$ cat config.mk
export PLATFORM = sky130hd
export DESIGN_NAME = line_rasterizer_core
export DESIGN_NICKNAME = d
export VERILOG_FILES = /design/src/hw/rtl/lr_pkg.sv /design/src/hw/rtl/lr_front.sv /design/src/hw/rtl/lr_cmd_fifo.sv /design/src/hw/rtl/lr_walker.sv /design/src/hw/rtl/line_rasterizer_core.sv
export VERILOG_INCLUDE_DIRS = /design/src /design/src/hw/rtl
export SDC_FILE = /design/constraint.sdc
export NUM_CORES = 1
export LEC_CHECK = 0
export BUFFER_PORTS_ARGS = -buffer_cell sky130_fd_sc_hd__buf_2
export CORE_ASPECT_RATIO = 0.8
export CORE_MARGIN = 2
export CORE_UTILIZATION = 50
export DETAILED_ROUTE_END_ITERATION = 8
export PLACE_DENSITY_LB_ADDON = 0.05
export SYNTH_ARGS = -nofsm -noshare
export SYNTH_HDL_FRONTEND = slang
export SYNTH_HIERARCHICAL = 1
export SYNTH_SLANG_ARGS = --single-unit
$ cat constraint.sdc
create_clock -name clock -period 15.5 [get_ports clock]
set_input_delay 2.325 -clock clock [delete_from_list [all_inputs] [get_ports clock]]
set_output_delay 2.325 -clock clock [all_outputs]
set_load 0.01 [all_outputs]
$ cat src/hw/rtl/line_rasterizer_core_macros.svh
// assertion shorthands used by the rasterizer walker
`ifndef LINE_RASTERIZER_CORE_MACROS_SVH
`define LINE_RASTERIZER_CORE_MACROS_SVH

// same-cycle implication, checked out of reset
`define LRC_ASSERT_IMP(label, clk, rst, pre, post) \
   label: assert property (@(posedge clk) disable iff (rst) (pre) |-> (post)) \
      else $error("line rasterizer check failed");

// next-cycle implication, checked out of reset
`define LRC_ASSERT_NXT(label, clk, rst, pre, post) \
   label: assert property (@(posedge clk) disable iff (rst) (pre) |=> (post)) \
      else $error("line rasterizer check failed");

`endif

$ cat src/hw/rtl/lr_pkg.sv
`timescale 1ns / 1ps

package lr_pkg;

   localparam int TILE_SIZE      = 64;
   localparam int COORD_W        = $clog2(TILE_SIZE);
   localparam int DEC_W          = COORD_W + 2;
   localparam int CMD_FIFO_DEPTH = 2;

   typedef logic [COORD_W-1:0] coord_type;

   typedef struct packed {
      coord_type start_x;
      coord_type start_y;
      coord_type end_x;
      coord_type end_y;
   } seg_req_type;

   typedef struct packed {
      coord_type pixel_x;
      coord_type pixel_y;
      logic      last_pixel;
   } pixel_rsp_type;

   typedef struct packed {
      coord_type start_x;
      coord_type start_y;
      coord_type maj_len;
      coord_type min_len;
      logic      x_dir_neg;
      logic      y_dir_neg;
      logic      major_is_y;
   } seg_cmd_type;

   typedef enum logic {
      WALK_IDLE,
      WALK_DRAW
   } walk_state_type;

   function automatic coord_type step_coord(coord_type c, logic neg);
      return neg ? (c - coord_type'(1)) : (c + coord_type'(1));
   endfunction

endpackage

$ cat src/hw/rtl/lr_front.sv
`timescale 1ns / 1ps

module lr_front (
   input  logic                req_valid,
   output logic                req_ready,
   input  lr_pkg::seg_req_type req_data,
   output logic                push_valid,
   input  logic                push_ready,
   output lr_pkg::seg_cmd_type push_cmd
);
   import lr_pkg::*;

   logic      x_neg;
   logic      y_neg;
   coord_type abs_dx;
   coord_type abs_dy;
   logic      major_y;
   coord_type maj;

   always_comb begin
      x_neg   = req_data.end_x < req_data.start_x;
      y_neg   = req_data.end_y < req_data.start_y;
      abs_dx  = x_neg ? (req_data.start_x - req_data.end_x) : (req_data.end_x - req_data.start_x);
      abs_dy  = y_neg ? (req_data.start_y - req_data.end_y) : (req_data.end_y - req_data.start_y);
      major_y = (abs_dx == '0) || (abs_dy > abs_dx);
      maj     = major_y ? abs_dy : abs_dx;

      push_cmd.start_x    = req_data.start_x;
      push_cmd.start_y    = req_data.start_y;
      push_cmd.maj_len    = maj;
      push_cmd.min_len    = major_y ? abs_dx : abs_dy;
      push_cmd.x_dir_neg  = x_neg;
      push_cmd.y_dir_neg  = y_neg;
      push_cmd.major_is_y = major_y;
   end

   // zero-length segments are accepted and dropped here
   assign req_ready  = push_ready;
   assign push_valid = req_valid && (maj != '0);

endmodule

$ cat src/hw/rtl/lr_cmd_fifo.sv
`timescale 1ns / 1ps

module lr_cmd_fifo #(
   parameter int DEPTH = lr_pkg::CMD_FIFO_DEPTH
) (
   input  logic                clock,
   input  logic                reset,
   input  logic                push_valid,
   output logic                push_ready,
   input  lr_pkg::seg_cmd_type push_cmd,
   output logic                pop_valid,
   input  logic                pop_ready,
   output lr_pkg::seg_cmd_type pop_cmd
);
   import lr_pkg::*;

   localparam int PTR_W = (DEPTH > 1) ? $clog2(DEPTH) : 1;
   localparam int CNT_W = $clog2(DEPTH + 1);

   seg_cmd_type            mem_ff [DEPTH];
   logic [PTR_W-1:0]       wr_ptr_ff, wr_ptr_in;
   logic [PTR_W-1:0]       rd_ptr_ff, rd_ptr_in;
   logic [CNT_W-1:0]       count_ff, count_in;
   logic                   do_push;
   logic                   do_pop;

   assign push_ready = count_ff != CNT_W'(DEPTH);
   assign pop_valid  = count_ff != '0;
   assign pop_cmd    = mem_ff[rd_ptr_ff];
   assign do_push    = push_valid && push_ready;
   assign do_pop     = pop_valid && pop_ready;

   always_comb begin
      wr_ptr_in = wr_ptr_ff;
      rd_ptr_in = rd_ptr_ff;
      count_in  = count_ff;
      if (do_push) begin
         wr_ptr_in = (wr_ptr_ff == PTR_W'(DEPTH - 1)) ? '0 : wr_ptr_ff + PTR_W'(1);
      end
      if (do_pop) begin
         rd_ptr_in = (rd_ptr_ff == PTR_W'(DEPTH - 1)) ? '0 : rd_ptr_ff + PTR_W'(1);
      end
      case ({do_push, do_pop})
         2'b10:   count_in = count_ff + CNT_W'(1);
         2'b01:   count_in = count_ff - CNT_W'(1);
         default: count_in = count_ff;
      endcase
   end

   always_ff @(posedge clock) begin
      if (reset) begin
         wr_ptr_ff <= '0;
         rd_ptr_ff <= '0;
         count_ff  <= '0;
      end else begin
         wr_ptr_ff <= wr_ptr_in;
         rd_ptr_ff <= rd_ptr_in;
         count_ff  <= count_in;
      end
   end

   always_ff @(posedge clock) begin
      if (do_push) begin
         mem_ff[wr_ptr_ff] <= push_cmd;
      end
   end

endmodule

$ cat src/hw/rtl/lr_walker.sv
`timescale 1ns / 1ps
`include "line_rasterizer_core_macros.svh"

module lr_walker (
   input  logic                  clock,
   input  logic                  reset,
   input  logic                  pop_valid,
   output logic                  pop_ready,
   input  lr_pkg::seg_cmd_type   pop_cmd,
   output logic                  rsp_valid,
   input  logic                  rsp_ready,
   output lr_pkg::pixel_rsp_type rsp_data
);
   import lr_pkg::*;

   walk_state_type          state_ff, state_in;
   coord_type               cur_x_ff, cur_x_in;
   coord_type               cur_y_ff, cur_y_in;
   logic signed [DEC_W-1:0] dec_ff, dec_in;
   logic signed [DEC_W-1:0] dec_sum;
   coord_type               steps_ff, steps_in;
   coord_type               maj_ff, maj_in;
   coord_type               mnr_ff, mnr_in;
   logic                    x_neg_ff, x_neg_in;
   logic                    y_neg_ff, y_neg_in;
   logic                    major_y_ff, major_y_in;
   logic                    rsp_valid_ff, rsp_valid_in;
   pixel_rsp_type           rsp_data_ff, rsp_data_in;
   logic                    slot_free;
   logic                    emit;
   logic                    last;

   assign slot_free = !rsp_valid_ff || rsp_ready;
   assign last      = steps_ff == coord_type'(1);
   assign dec_sum   = dec_ff + $signed({1'b0, mnr_ff, 1'b0});

   always_comb begin
      state_in     = state_ff;
      cur_x_in     = cur_x_ff;
      cur_y_in     = cur_y_ff;
      dec_in       = dec_ff;
      steps_in     = steps_ff;
      maj_in       = maj_ff;
      mnr_in       = mnr_ff;
      x_neg_in     = x_neg_ff;
      y_neg_in     = y_neg_ff;
      major_y_in   = major_y_ff;
      rsp_valid_in = rsp_valid_ff && !rsp_ready;
      rsp_data_in  = rsp_data_ff;
      pop_ready    = 1'b0;
      emit         = 1'b0;
      case (state_ff)
         WALK_IDLE: begin
            pop_ready = 1'b1;
            if (pop_valid) begin
               cur_x_in   = pop_cmd.start_x;
               cur_y_in   = pop_cmd.start_y;
               steps_in   = pop_cmd.maj_len;
               maj_in     = pop_cmd.maj_len;
               mnr_in     = pop_cmd.min_len;
               x_neg_in   = pop_cmd.x_dir_neg;
               y_neg_in   = pop_cmd.y_dir_neg;
               major_y_in = pop_cmd.major_is_y;
               dec_in     = DEC_W'(0) - $signed({2'b00, pop_cmd.maj_len});
               state_in   = WALK_DRAW;
            end
         end
         WALK_DRAW: begin
            if (slot_free) begin
               emit                   = 1'b1;
               rsp_valid_in           = 1'b1;
               rsp_data_in.pixel_x    = cur_x_ff;
               rsp_data_in.pixel_y    = cur_y_ff;
               rsp_data_in.last_pixel = last;
               steps_in               = steps_ff - coord_type'(1);
               if (last) begin
                  state_in = WALK_IDLE;
               end else begin
                  // major step, then minor step when the line passes the midpoint
                  dec_in = dec_sum;
                  if (major_y_ff) begin
                     cur_y_in = step_coord(cur_y_ff, y_neg_ff);
                  end else begin
                     cur_x_in = step_coord(cur_x_ff, x_neg_ff);
                  end
                  if (dec_sum > 0) begin
                     dec_in = dec_sum - $signed({1'b0, maj_ff, 1'b0});
                     if (major_y_ff) begin
                        cur_x_in = step_coord(cur_x_ff, x_neg_ff);
                     end else begin
                        cur_y_in = step_coord(cur_y_ff, y_neg_ff);
                     end
                  end
               end
            end
         end
         default: begin
            state_in = WALK_IDLE;
         end
      endcase
   end

   always_ff @(posedge clock) begin
      if (reset) begin
         state_ff     <= WALK_IDLE;
         rsp_valid_ff <= 1'b0;
         steps_ff     <= '0;
      end else begin
         state_ff     <= state_in;
         rsp_valid_ff <= rsp_valid_in;
         steps_ff     <= steps_in;
      end
   end

   always_ff @(posedge clock) begin
      cur_x_ff    <= cur_x_in;
      cur_y_ff    <= cur_y_in;
      dec_ff      <= dec_in;
      maj_ff      <= maj_in;
      mnr_ff      <= mnr_in;
      x_neg_ff    <= x_neg_in;
      y_neg_ff    <= y_neg_in;
      major_y_ff  <= major_y_in;
      rsp_data_ff <= rsp_data_in;
   end

   assign rsp_valid = rsp_valid_ff;
   assign rsp_data  = rsp_data_ff;

   `LRC_ASSERT_IMP(a_draw_has_steps, clock, reset, state_ff == WALK_DRAW, steps_ff != '0)
   `LRC_ASSERT_IMP(a_dec_not_positive, clock, reset, state_ff == WALK_DRAW, dec_ff <= 0)
   `LRC_ASSERT_NXT(a_last_ends_segment, clock, reset, emit && last, state_ff == WALK_IDLE)
   `LRC_ASSERT_NXT(a_load_starts_draw, clock, reset, pop_valid && pop_ready,
                   state_ff == WALK_DRAW && rsp_valid_ff == $past(rsp_valid_ff && !rsp_ready))

endmodule

$ cat src/hw/rtl/line_rasterizer_core.sv
`timescale 1ns / 1ps

// Midpoint line rasterizer for one 64x64 tile. Each request beat carries a segment; the core
// returns one response beat per pixel, starting at the start point and stopping before the end
// point, so a segment gives max(|dx|,|dy|) beats, the final one marked by last_pixel, and a
// zero-length segment gives none. The front end classifies a segment in the cycle it is taken
// and queues it; the pixel walker then loads it from the queue and emits one pixel per cycle
// while the response side keeps up; it takes the next segment only after the last pixel of
// the current one is emitted. A request passes through the command queue and the walker's
// registers before its first pixel appears in the response register. The command queue holds
// CMD_FIFO_DEPTH segments, so requests keep being taken while an earlier segment is still drawing.
module line_rasterizer_core #(
   parameter int CMD_FIFO_DEPTH = lr_pkg::CMD_FIFO_DEPTH
) (
   input  logic                  clock,
   input  logic                  reset,
   input  logic                  req_valid,
   output logic                  req_ready,
   input  lr_pkg::seg_req_type   req_data,
   output logic                  rsp_valid,
   input  logic                  rsp_ready,
   output lr_pkg::pixel_rsp_type rsp_data
);
   import lr_pkg::*;

   logic        push_valid;
   logic        push_ready;
   seg_cmd_type push_cmd;
   logic        pop_valid;
   logic        pop_ready;
   seg_cmd_type pop_cmd;

   lr_front u_front (
      .req_valid  (req_valid),
      .req_ready  (req_ready),
      .req_data   (req_data),
      .push_valid (push_valid),
      .push_ready (push_ready),
      .push_cmd   (push_cmd)
   );

   lr_cmd_fifo #(
      .DEPTH (CMD_FIFO_DEPTH)
   ) u_cmd_fifo (
      .clock      (clock),
      .reset      (reset),
      .push_valid (push_valid),
      .push_ready (push_ready),
      .push_cmd   (push_cmd),
      .pop_valid  (pop_valid),
      .pop_ready  (pop_ready),
      .pop_cmd    (pop_cmd)
   );

   lr_walker u_walker (
      .clock     (clock),
      .reset     (reset),
      .pop_valid (pop_valid),
      .pop_ready (pop_ready),
      .pop_cmd   (pop_cmd),
      .rsp_valid (rsp_valid),
      .rsp_ready (rsp_ready),
      .rsp_data  (rsp_data)
   );

endmodule

==> results of run 1 <==
[metrics by stage]
step	worst slack (ns)	hold WS [ns]	cell area [µm²]	std cells	power [µW]
3_3_place_gp	8.07	0.468	7180	790	1490
4_1_cts	8.32	0.489	7730	822	1870
6_report	8.30	0.487	7730	822	1860
2_1_floorplan	8.09	0.449	6880	590	1300
5_1_grt	7.95	0.492	7730	822	2010
3_5_place_dp	7.89	0.476	7180	790	1510
[flip-flops by register name (all words and copies together), names as in the netlist, named ones only]
name,cells
u_walker/cur_y_ff,6
u_cmd_fifo/count_ff,2
u_walker/rsp_data,13
u_walker/y_neg_ff,1
u_walker/rsp_valid,1
u_walker/mnr_ff,6
u_walker/cur_x_ff,6
u_walker/x_neg_ff,1
u_cmd_fifo/mem_ff,54
u_cmd_fifo/wr_ptr_ff,1
u_walker/maj_ff,6
u_walker/steps_ff,6
u_walker/major_y_ff,1
u_cmd_fifo/rd_ptr_ff,1
u_walker/dec_ff,8
u_walker/state_ff,1
[cell families (layout without fill, tap and decap cells)]
group / count (synthesis) / in the layout / share of synthesized area
flops: 115 / 115 / 0.483
xor+xnor: 34 / 34 / 0.0443
buf+inv: 88 / 140 / 0.0594
fa+ha+maj: 64 / 64 / 0.125
simple gates: 112 / 112 / 0.0803
mux: 44 / 44 / 0.0692
compound gates: 133 / 133 / 0.139
[routing by layer]
layer	routed length, µm	part of all wire	GRT usage	up-vias
met3	485	0.037	0.0404	7
met2	5990	0.45	0.294	94
met5	0	0	0	-
li1	-	-	-	2223
met1	6620	0.50	0.267	2105
met4	119	0.0090	0.0513	0
[worst reg2reg max path: stages (launching register included)]
cell and delay [ns]:
sky130_fd_sc_hd__edfxtp_1 0.38, sky130_fd_sc_hd__ha_1 0.24, sky130_fd_sc_hd__fa_1 0.55, sky130_fd_sc_hd__or4_1 0.63, sky130_fd_sc_hd__o41ai_4 0.30, sky130_fd_sc_hd__buf_4 0.27
sky130_fd_sc_hd__and2_0 0.33, sky130_fd_sc_hd__mux2i_1 0.23, sky130_fd_sc_hd__a21oi_1 0.08
[power by group]
part	leakage, µW	switching, µW	internal, µW	total [µW]
Sequential	0.00106	50.7	505	556
Combinational	0.00184	544	403	947
Clock	0.000251	133	219	352
[cell usage in the layout, fill, tap and decap left out, drive strengths merged, types with 10 or more instances in the layout]
cell type  instances
mux2              29
dfxtp             13
inv               61
nor2              37
xor2              13
nand2             26
a21o              10
mux2i             15
edfxtp           102
clkbuf            19
xnor2             21
o21ai             16
ha                56
buf               48
a21oi             43
[cell type report]
| type | count | area, µm² |
|---|---|---|
| Clock buffer | 19 | 433 |
| Clock inverter | 13 | 113 |
| Fill cell | 1167 | 5780 |
| Inverter | 60 | 225 |
| Multi-Input combinational cell | 387 | 3150 |
| Sequential cell | 115 | 3320 |
| Tap cell | 180 | 225 |
| Timing Repair Buffer | 48 | 255 |
[worst max-delay path by stage]
| stage | to | slack [ns] | cells after the start |
|---|---|---|---|
| 4_1_cts | u_cmd_fifo/mem_ff[0][10] | 8.32 | 21 |
| 3_5_place_dp | u_cmd_fifo/mem_ff[0][25] | 7.89 | 21 |
| 6_report | u_cmd_fifo/mem_ff[0][10] | 8.30 | 20 |
| 3_3_place_gp | u_cmd_fifo/mem_ff[0][7] | 8.07 | 21 |
| 2_1_floorplan | u_cmd_fifo/mem_ff[1][0] | 8.09 | 18 |
| 5_1_grt | u_cmd_fifo/mem_ff[0][10] | 7.95 | 21 |
==> run metrics, run 1 <==
highest clock rate 0.139 GHz; Mapped Area 0.00688 mm²; Max VDD drop 109 µV; worst slew margin relative to its limit 0.289; clock tree from TritonCTS done; final-report setup violation count 0; post-route setup TNS 0 ns; number of global-route vias before repair 4258; number of enable flip-flop cells after synthesis 102; detailed-route wire length 13.2 mm; flip-flop cell with the highest count after synthesis sky130_fd_sc_hd__edfxtp_1; antenna-violating nets left 0; Crit Reg-Reg Endpoint u_walker/cur_y_ff[4]; CORE AREA 0.0135 mm²; slack of the worst reg-to-reg path 12.23 ns; Pre-antenna DRT Iters 4; leading area contributor after synthesis sky130_fd_sc_hd__edfxtp_1; clock tree skew after final layout 0.00789 ns; Post-Route Utilization 0.572; hold_buf cts 0; leakage 0.00316 µW; reg2reg start u_walker/mnr_ff[0]; part of the Yosys area used for sequential elements 0.483; via count 4429; average instance area after synthesis 11.7 µm²; most frequently used cell type in the post-synthesis netlist sky130_fd_sc_hd__edfxtp_1; net count after synthesis 682; number of library cell types mapped by synthesis 70; area overhead of the layout relative to synthesis 12.2%; number of nets in the final layout 721; number of inserted diodes 0; CTS clock-pin slew for the worst setup and hold paths 0.05 ns; buffer count from post-CTS setup fixing 0; number of clock sinks 115; post-synthesis sequential element count 115; CTS root buffer sky130_fd_sc_hd__clkbuf_16; final critical delay including setup and external delays 7.20 ns; Worst setup startpoint req_data[6]; fraction of synthesis flops using an asynchronous set or reset pin 0; floorplan die area 0.0147 mm²; top cell type's share of synthesized area 0.445; Detail Placement HPWL 9.75 mm; cell types with the largest area share after synthesis sky130_fd_sc_hd__edfxtp_1, sky130_fd_sc_hd__ha_1, sky130_fd_sc_hd__mux2_2, sky130_fd_sc_hd__dfxtp_1, sky130_fd_sc_hd__inv_1; unrepaired setup endpoints after global routing false; antenna violations before repair 0; power density normalized to cell area 240 mW/mm²; Slowest cell on crit path sky130_fd_sc_hd__inv_1; critical path buffer and inverter count 5; floorplan row count 38; clock buffers created by TritonCTS 17; category of the worst setup path capture point register; cells along the critical path buf_2 -> inv_1 -> ha_1 -> inv_1 -> fa_1 -> a211o_1 -> a21o_1 -> a21oi_4 -> mux2i_1 -> ha_1 -> nor2b_1 -> o21a_1 -> o21a_1 -> o21a_1 -> o31ai_1 -> buf_4 -> o31ai_4 -> a41oi_1 -> nand3b_1 -> inv_1; actual slew at the worst max-slew pin 1.07 ns; Hold Path Sink u_walker/steps_ff[5]; first-pass GRT wire length 21.2 mm; maximum fanout encountered on the critical timing path 27; status complete, no violations; GPL Wtd Cong 0.838; Reg2Reg Depth 8; max capacitance violation total 0; kind of cell adding the most delay to the critical path compound AO/OA/AOI/OAI gates; I/O pin count 43; via count normalized by instance count 5.39; DRC violations left 0; maximum clock path buffer count 2; arrival time reported for the critical path endpoint 7.22 ns; startpoint type of the worst setup path input pin; most used standard cells in the synthesized netlist sky130_fd_sc_hd__edfxtp_1, sky130_fd_sc_hd__inv_1, sky130_fd_sc_hd__ha_1; final number of hold-violating endpoints 0; clk_lat worst skew 0.40 ns; quantity of I/O buffers inserted on ports 42; Slew Limit Fails 0; required time worst endpoint 15.52 ns; maximum cell stage delay along the critical path 0.80 ns; routed len/inst 16.1 µm; Hold Path Class register to register; GRT Overall Usage 0.188; detailed router's first-iteration violation count 306; fraction of layout instances using a drive strength above 1 0.188; largest net degree at the start of global routing 39; portion of the clock cycle consumed by the worst path in the final layout 0.464; final global-route overflow total 0; Yosys warning total 6; Post-CTS Resized 0; die extent in y 109 µm; Die Span X 135 µm; number of cells traversed by the worst hold path 1; hold_sp u_walker/steps_ff[5]; starting density of the core 0.510; Max H-tree Level 4; Gate Count Post-Synth 590; critical setup path kind input pin to register
No activity file was read; power rests on OpenSTA's default activity.
==> inputs of run 2 (changes only) <==
==> constraint.sdc (replaced) <==
create_clock -name clock -period 6 [get_ports clock]
set_input_delay 0.9 -clock clock [delete_from_list [all_inputs] [get_ports clock]]
set_output_delay 0.9 -clock clock [all_outputs]
set_load 0.01 [all_outputs]
==> run metrics, run 2 (same netlist as run 1, synthesis figures left out) <==
largest net degree at the start of global routing 39 (unchanged); number of clock sinks 115 (unchanged); maximum cell stage delay along the critical path 0.42 ns (-0.38 ns); number of flip-flops under the largest register name 54 (unchanged); final number of hold-violating endpoints 0 (unchanged); antenna-violating nets left 0 (unchanged); detailed router's first-iteration violation count 284 (-7.2%); critical setup path kind input pin to register; via count normalized by instance count 5.45 (+1.1%); power density normalized to cell area 625 mW/mm² (+160%); maximum clock path buffer count 2 (unchanged); quantity of I/O buffers inserted on ports 42 (unchanged); number of inserted diodes 0 (unchanged); highest clock rate 0.181 GHz; post-route cell area 0.00778 mm² (+0.65%); Die Span X 135 µm (unchanged); first-pass GRT wire length 21.9 mm (+3.3%); cells along the critical path buf_2 -> inv_1 -> ha_1 -> inv_1 -> fa_1 -> a211o_1 -> a21o_1 -> a21oi_4 -> mux2i_1 -> xnor2_2 -> inv_1 -> ha_1 -> o21a_1 -> o21a_1 -> o21a_1 -> o31ai_1 -> o31ai_4 -> a41oi_1 -> nand2_1 -> ha_1 -> or3_1 -> a21oi_1; Max H-tree Level 4 (unchanged); fraction of layout instances using a drive strength above 1 0.193 (+0.00443); GPL Wtd Cong 0.859 (+2.4%); category of the worst setup path capture point register; final global-route overflow total 0 (unchanged); critical path buffer and inverter count 4 (-1); post-route setup TNS 0 ns (unchanged); leakage 0.00321 µW (+1.6%); Detail Placement HPWL 10.0 mm (+2.6%); final-report setup violation count 0 (unchanged); via count 4510 (+1.8%); GRT Overall Usage 0.197 (+0.00841); required time worst endpoint 6.34 ns (-9.18 ns); Slew Limit Fails 0 (unchanged); CTS clock-pin slew for the worst setup and hold paths 0.05 ns (about the same); unrepaired setup endpoints after global routing false; Hold Path Class register to register; standard cell area after detailed placement 0.00723 mm² (+0.63%); clk_lat worst skew 0.41 ns (about the same); Fill cells 1148 (-1.6%); max capacitance violation total 0 (unchanged); arrival time reported for the critical path endpoint 5.87 ns (-1.35 ns); buffer count from post-CTS setup fixing 0 (unchanged); worst slew margin relative to its limit 0.488 (+0.200); register ranked first by flip-flop count u_cmd_fifo/mem_ff; Post-CTS Resized 0 (unchanged); actual slew at the worst max-slew pin 0.767 ns (-0.299 ns); routed len/inst 16.5 µm (+2.7%); Slowest cell on crit path sky130_fd_sc_hd__o31ai_1; die extent in y 109 µm (unchanged); area used by multi-input combinational logic 0.00315 mm² (unchanged); DRC violations left 0 (unchanged); Post-Route Utilization 0.576 (+0.00371); Max VDD drop 259 µV (+140%); CORE AREA 0.0135 mm² (unchanged); maximum fanout encountered on the critical timing path 7 (-74%); floorplan die area 0.0147 mm² (unchanged); floorplan row count 38 (unchanged); startpoint type of the worst setup path input pin; number of nets in the final layout 727 (+0.83%); hold_buf cts 0 (unchanged); kind of cell adding the most delay to the critical path compound AO/OA/AOI/OAI gates; antenna violations before repair 0 (unchanged); commonest non-fill, non-tap cell in the layout sky130_fd_sc_hd__edfxtp_1; Pre-antenna DRT Iters 4 (unchanged); portion of the clock cycle consumed by the worst path in the final layout 0.921; most frequent cells in the layout sky130_fd_sc_hd__edfxtp_1, sky130_fd_sc_hd__inv_1, sky130_fd_sc_hd__ha_1, sky130_fd_sc_hd__buf_2, sky130_fd_sc_hd__a21oi_1; I/O pin count 43 (unchanged); status complete, no violations; starting density of the core 0.510 (unchanged); clock tree skew after final layout 0.00546 ns (-0.00244 ns); CTS root buffer sky130_fd_sc_hd__clkbuf_16; clock tree from TritonCTS done; number of global-route vias before repair 4386 (+3.0%); clock buffers created by TritonCTS 17 (unchanged); detailed-route wire length 13.7 mm (+3.4%); final critical delay including setup and external delays 5.53 ns; area overhead of the layout relative to synthesis 13.0%; area taken by flip-flops and latches 0.00332 mm² (unchanged)
## run 2: metal layers
layer	global-route usage	wire length [µm]	vias to the layer above
met5	0	0	-
met4	0.0744	232	0
met3	0.0493	630	19
met1	0.265	6610	2163
li1	-	-	2230
met2	0.310	6190	98
## run 2: final cells by class
type	instances	share of cell area
Multi-Input combinational cell	387	0.405
Sequential cell	115	0.427
Timing Repair Buffer	54	0.0386
Clock inverter	13	0.0151
Clock buffer	19	0.0557
Tap cell	180	0.0290
Inverter	60	0.0290
## run 2: path summary, 6_finish.rpt
| path | startpoint | endpoint | slack, ns | cells after the start |
|---|---|---|---|---|
| worst max-delay path | req_data[6] | u_cmd_fifo/count_ff[1] | 0.47 | 22 |
| worst min-delay path | u_walker/cur_x_ff[5] | u_walker/rsp_data[12] | 0.48 | 0 |
| worst max register to register | u_walker/mnr_ff[0] | u_walker/cur_y_ff[4] | 2.66 | 8 |
| worst min register to register | u_walker/cur_x_ff[5] | u_walker/rsp_data[12] | 0.48 | 0 |
## run 2: report_power, final
| part | switching [µW] | leakage (µW) | internal (µW) |
|---|---|---|---|
| registers | 130 | 0.00106 | 1300 |
| logic | 1430 | 0.00187 | 1050 |
| clock network | 342 | 0.000271 | 600 |
## run 2: metrics by stage
step | hold WS (ns) | setup slack [ns] | std cells | total power [µW]
floorplan | 0.449 | 0.0200 | 590 | 3370
global placement | 0.469 | 0.237 | 796 | 3850
detailed placement | 0.473 | 0.0823 | 796 | 3930
CTS | 0.487 | 0.517 | 828 | 4890
global route | 0.497 | 0.195 | 828 | 5220
finish | 0.482 | 0.473 | 828 | 4860
